### src/hdl/pdq_pkg.sv
`default_nettype none
package pdq_pkg;

    localparam int DEPTH    = 64;
    localparam int DW       = 32;
    localparam int POS_W    = 7;
    localparam int IDX_W    = $clog2(DEPTH);
    localparam int CNT_W    = $clog2(DEPTH + 1);
    localparam int GRP_SIZE = 8;
    localparam int N_GRP    = (DEPTH + GRP_SIZE - 1) / GRP_SIZE;

    typedef enum logic [2:0] {
        OP_PUSH_BACK  = 3'd0,
        OP_PUSH_FRONT = 3'd1,
        OP_INSERT     = 3'd2,
        OP_ERASE      = 3'd3,
        OP_SWAP       = 3'd4,
        OP_READ       = 3'd5,
        OP_CLEAR      = 3'd6
    } t_op;

    typedef enum logic [1:0] {
        ST_OK     = 2'd0,
        ST_BADPOS = 2'd1,
        ST_EQUAL  = 2'd2,
        ST_FULL   = 2'd3
    } t_status;

    typedef enum logic [1:0] {
        CELL_HOLD = 2'd0,
        CELL_INS  = 2'd1,
        CELL_DEL  = 2'd2,
        CELL_SWP  = 2'd3
    } t_cell_op;

    // broadcast to every cell
    typedef struct packed {
        t_cell_op           op;
        logic [IDX_W-1:0]   pos_k;
        logic [IDX_W-1:0]   pos_a;
        logic [IDX_W-1:0]   pos_b;
        logic [DW-1:0]      data_in;
        logic [DW-1:0]      data_a;
        logic [DW-1:0]      data_b;
    } t_cell_cmd;

endpackage
`default_nettype wire

### src/hdl/pdq_cell.sv
`default_nettype none
module pdq_cell (
    input  wire                           i_clk,
    input  pdq_pkg::t_cell_cmd            i_cmd,
    input  wire [pdq_pkg::IDX_W-1:0]      i_index,
    input  wire [pdq_pkg::DW-1:0]         i_left,
    input  wire [pdq_pkg::DW-1:0]         i_right,
    output logic [pdq_pkg::DW-1:0]        o_value,
    output logic [pdq_pkg::DW-1:0]        o_tap_a,
    output logic [pdq_pkg::DW-1:0]        o_tap_b
);
    import pdq_pkg::*;

    logic [DW-1:0] r_val;
    logic [DW-1:0] n_val;

    always_comb begin
        n_val = r_val;
        case (i_cmd.op)
            CELL_INS: begin
                if (i_index == i_cmd.pos_k) begin
                    n_val = i_cmd.data_in;
                end else if (i_index > i_cmd.pos_k) begin
                    n_val = i_left;
                end
            end
            CELL_DEL: begin
                if (i_index >= i_cmd.pos_k) begin
                    n_val = i_right;
                end
            end
            CELL_SWP: begin
                if (i_index == i_cmd.pos_a) begin
                    n_val = i_cmd.data_b;
                end else if (i_index == i_cmd.pos_b) begin
                    n_val = i_cmd.data_a;
                end
            end
            default: n_val = r_val;
        endcase
    end

    always_ff @(posedge i_clk) begin
        r_val <= n_val;
    end

    assign o_value = r_val;
    assign o_tap_a = (i_index == i_cmd.pos_a) ? r_val : '0;
    assign o_tap_b = (i_index == i_cmd.pos_b) ? r_val : '0;

endmodule
`default_nettype wire

### config.mk
export PLATFORM = sky130hd
export DESIGN_NAME = pdq_cell
export DESIGN_NICKNAME = d
export VERILOG_FILES = /design/src/hdl/pdq_pkg.sv /design/src/hdl/pdq_cell.sv
export SDC_FILE = /design/constraint.sdc
export NUM_CORES = 1
export LEC_CHECK = 0
export BUFFER_PORTS_ARGS = -buffer_cell sky130_fd_sc_hd__buf_2
export CAP_MARGIN = 0
export CORE_AREA = 3 3 108 110
export CTS_CLUSTER_DIAMETER = 60
export DETAILED_ROUTE_END_ITERATION = 12
export DIE_AREA = 0 0 111 113
export GPL_TIMING_DRIVEN = 0
export PLACE_DENSITY_LB_ADDON = 0.08
export SKIP_LAST_GASP = 1
export SLEW_MARGIN = 20
export SYNTH_ARGS = -nofsm -noshare
export SYNTH_HDL_FRONTEND = slang
export SYNTH_SLANG_ARGS = --single-unit
### constraint.sdc
create_clock -name i_clk -period 5.55 [get_ports i_clk]
set_input_delay 0.555 -clock i_clk [delete_from_list [all_inputs] [get_ports i_clk]]
set_output_delay 0.555 -clock i_clk [all_outputs]
set_load 0.01 [all_outputs]
Yosys cells after proc, flatten, opt, wreduce, memory -nomap -nowiden
Index checks and enable logic that the tools add are counted.
W data, S select, Z words.

storage, ports and cells
  word-level logic and storage cells = 22
  input port bits = 187
  register bits after elaboration = 32

cells by class
  multiplexer cells = 8
  reductions and logical operators = 2
  equality and inequality tests = 9
  magnitude comparators = 2

operators with widths
  operator              count
  $mux W32              7
  $pmux W32 S3          1
  $eq A6 B6 Y1          3
  $ge A6 B6 Y1          1
  $gt A6 B6 Y1          1
  $ne A3 B3 Y1 const B  2
  $eq A2 B2 Y1 const B  2
  $reduce_and A4 Y1     1
  $reduce_bool A3 Y1    1
  $eq A2 B1 Y1 const B  1
  $ne A2 B2 Y1 const B  1

Longest topological paths before layout
  depth in word-level cells = 4
  gate-level depth with buffers = 8
  gate-level depth less buffers = 7

Worst setup path after synthesis
No wires, ideal clock.

  kind = in2reg
  start = input port i_cmd[106] (netlist bit)
  end = register r_val[0] (netlist: o_value[0]), enable pin
  arrival time = 3.799 ns
  cell stages on the path = 6
  library setup time = 0.470 ns
  slack = 1.281 ns
  buffers on the path = 1
  cells stage by stage = xor2_1 nor4_2 and3_1 buf_6 nor3_1 a211oi_1

on the way
  cells in the longest elaborated chain, start to end = 3

ends and longest elaborated chain
  element                             RTL line        RTL
  from (decl)                         pdq_cell.sv:4   input pdq_pkg::t_cell_cmd i_cmd,
  $eq A6 B6 Y1                        pdq_cell.sv:33  if (i_index == i_cmd.pos_a) begin
  $ne A3 B3 Y1 (no source line)       n/a
  $reduce_and A4 Y1 (no source line)  n/a
  to (signal assigned)                pdq_cell.sv:44  r_val <= n_val;
  to (decl)                           pdq_cell.sv:14  logic [DW-1:0] r_val;

No other way between the ends.
A chain may end at the register's enable or synchronous reset.

Worst setup path after layout
  start = input port i_index[2] (netlist bit)
  end = output port o_tap_b[2] (netlist bit)

on the way
  cells in the longest elaborated chain, start to end = 2

ends and longest elaborated chain
  element       RTL line        RTL
  from (decl)   pdq_cell.sv:5   input wire [pdq_pkg::IDX_W-1:0] i_index,
  $eq A6 B6 Y1  pdq_cell.sv:49  assign o_tap_b = (i_index == i_cmd.pos_b) ? r_val : '0;
  $mux W32      pdq_cell.sv:49
  to (decl)     pdq_cell.sv:10  output logic [pdq_pkg::DW-1:0] o_tap_b

No other way between the ends.

==> metrics.csv <==
stage,metric,value,unit
final_layout,fin_cells,765,
synth,yosysWarnings,0,
clock_network,clock_path_buffers,2,
die,start_util,0.275,
placed_design,io_buffer_count,282,
sta,fmax,348,MHz
clock_network,cts_tree,done,
worst_setup_path,endpoint_kind,output port,
sta,rsz0062_at_grt,no,
synth,synth_area,2960,um^2
final_layout,syn_to_final_growth,57.3,%
pwr,power_density,170,nW/um^2
pwr,pwr-share-clk,0.222,
pwr,switching_share,0.322,
clock_network,postCtsSetupBuffers,0,
worst_setup_path,worst_setup_path_start_kind,primary input,
grt,grt_pass1_wl,19600,um
synth,synth_edf_count,32,
pwr,combPwrFrac,0.338,
final_layout,diodes,0,
sta,relSlewSlack,0.403,
synth,ys_ff_latch,32,
clock_network,cts.root.buffer_cell,clkbuf_8,
hold_path,hold_end,o_value[18],
pwr,max-vdd-ir-drop,0.0990,mV
placed_design,gp_congestion,0.827,
clock_network,postCtsResizedCells,0,
grt,grt_use_total,0.196,
pwr,leakage,2.41,nW
hold_path,hold_depth,3,
die,dieArea,12500,um^2
worst_setup_path,cp_data_arrival_time,2.32,ns
clock_network,holdBufCountCts,0,
run_status,status,completed,
pwr,p_switching,0.254,mW
drt,route.detailed.drc,0,
grt,grt_overflow,0,
die,io_pins,283,
sta,hold_ws,0.583,ns
clock_network,clkSlewWorstSetupHoldPaths,0.08,ns
final_layout,drive_gt1_frac,0.542,
sta,finalSetupViolCount,0,
worst_setup_path,critical_path_class,primary input to output port,
synth,yosysUniqueCellTypes,23,
hold_path,hold_class,primary input to flop,
final_layout,nets,821,
clock_network,clock-sinks,32,
die,core_area,10800,um^2
synth,syn_nets,530,
worst_setup_path,cp.required,4.99,ns
synth,ys.flop_type,edfxtp_1,
die,die_h,113,um
pwr,p_seq_frac,0.440,
clock_network,cts_buffers,5,
synth,synthCells,334,
pwr,p_int,0.536,mW
grt,grt_pass1_vias,3818,
sta,period_needed,2.88,ns
job,drv_cap,0,
final_layout,largest_reg_flops,32,
die,die-width,111,um
drt,drt_first_pass_iters,4,
grt,grt_max_degree,15,
placed_design,hpwl,10800,um
sta,drv_slew,0,
placed_design,placedCellCount,758,
drt,ant_nets,0,
grt,antenna_found_initial,0,
drt,wl_per_cell,17.0,um
worst_setup_path,critPathMaxFanout,10,
drt,drtIter0Drc,128,
die,fp-row-count,38,
final_layout,final_cell_mix,"291 x buf_2, 99 x nand3_1, 64 x and2_1",
final_layout,final_common_cell,buf_2,
synth,seq_area_frac_synth,0.324,
drt,vias,3633,
synth,syn_area_per_cell,8.87,um^2
sta,fin_crit_sh,0.518,
drt,totalWireLength,13000,um
clock_network,htreeDepth,2,
synth,synthArstFlopShare,0,
sta,worst_pin_slew,0.873,ns
sta,finalHoldViolCount,0,
drt,viasPerCell,4.75,
hold_path,holdCritStartpoint,i_right[18],
-- kinds of logic (layout without fill, tap and decap cells) --
logic type / count (synthesis) / in the layout / synth area share
compound gates: 36 / 36 / 0.0916
fa+ha+maj: 9 / 9 / 0.0380
buf+inv: 39 / 330 / 0.0659
mux: 32 / 32 / 0.122
xor+xnor: 12 / 12 / 0.0355
flops: 32 / 32 / 0.324
simple gates: 174 / 174 / 0.323
-- per-stage QoR --
step                      area, um^2  worst slack [ns]  setup TNS [ns]  utilization  power [mW]
after CTS                       4660              2.58               0        0.432       0.799
after global placement          4550            -0.426          -13.57        0.422       0.616
after detailed placement        4580              2.60               0        0.425       0.623
after floorplan                 2960              1.28               0            -       0.467
after global routing            4660              2.38               0        0.432       0.836
final                           4660              2.67               0        0.432       0.790
-- power by group through the flow --
| stage | sequential (mW) | combinational, mW | clock (mW) |
|---|---|---|---|
| after floorplan | 0.370 | 0.0977 | 0 |
| after global placement | 0.356 | 0.260 | 0 |
| after detailed placement | 0.353 | 0.270 | 0 |
| after CTS | 0.349 | 0.271 | 0.179 |
| after global routing | 0.355 | 0.296 | 0.186 |
| final | 0.348 | 0.267 | 0.175 |
-- worst max-delay path by stage --
stage	from	slack, ns	depth (start not counted)	end
finish	i_index[2]	2.67	7	o_tap_b[2]
global placement	i_index[4]	-0.43	7	o_value[21]
global route	i_index[3]	2.38	7	o_tap_b[2]
detailed placement	i_index[2]	2.60	7	o_tap_b[2]
CTS	i_index[2]	2.58	7	o_tap_b[2]
floorplan	i_cmd[106]	1.28	6	o_value[0]
-- synth_stat cells (4+ instances only) --
master | count | share of area
xnor2_1 | 6 | 0.018
mux2_2 | 32 | 0.12
clkbuf_1 | 13 | 0.016
xor2_1 | 6 | 0.018
ha_1 | 9 | 0.038
buf_2 | 9 | 0.015
nor2_1 | 4 | 0.0051
a22oi_1 | 32 | 0.081
and2_1 | 64 | 0.14
edfxtp_1 | 32 | 0.32
buf_6 | 4 | 0.015
inv_1 | 9 | 0.011
nand3_1 | 99 | 0.17
-- worst max-delay path: stages --
cell and delay, ns:
buf_2 0.13, xnor2_1 0.15, nand4_1 0.11, nor3_1 0.51
clkbuf_1 0.50, and2_1 0.23, buf_2 0.14
-- layer usage --
layer | vias to the layer above | global-route usage | part of all wire | routed length [um]
met5 | - | 0 | 0 | 0
met4 | 0 | 0.0435 | 0.012 | 159
met3 | 11 | 0.0476 | 0.076 | 982
met2 | 162 | 0.373 | 0.53 | 6830
met1 | 1662 | 0.222 | 0.39 | 5020
li1 | 1798 | - | - | -
-- layout make-up --
| cell class | count | area [um^2] |
|---|---|---|
| inverter | 9 | 33.8 |
| buffer | 30 | 161 |
| clock inverter | 1 | 5.00 |
| multi-input combinational | 263 | 1820 |
| fill | 1135 | 6130 |
| tap | 140 | 175 |
| sequential | 32 | 961 |
| clock buffer | 6 | 72.6 |
| timing repair buffer | 284 | 1430 |
(Power assumes the default switching activity.)
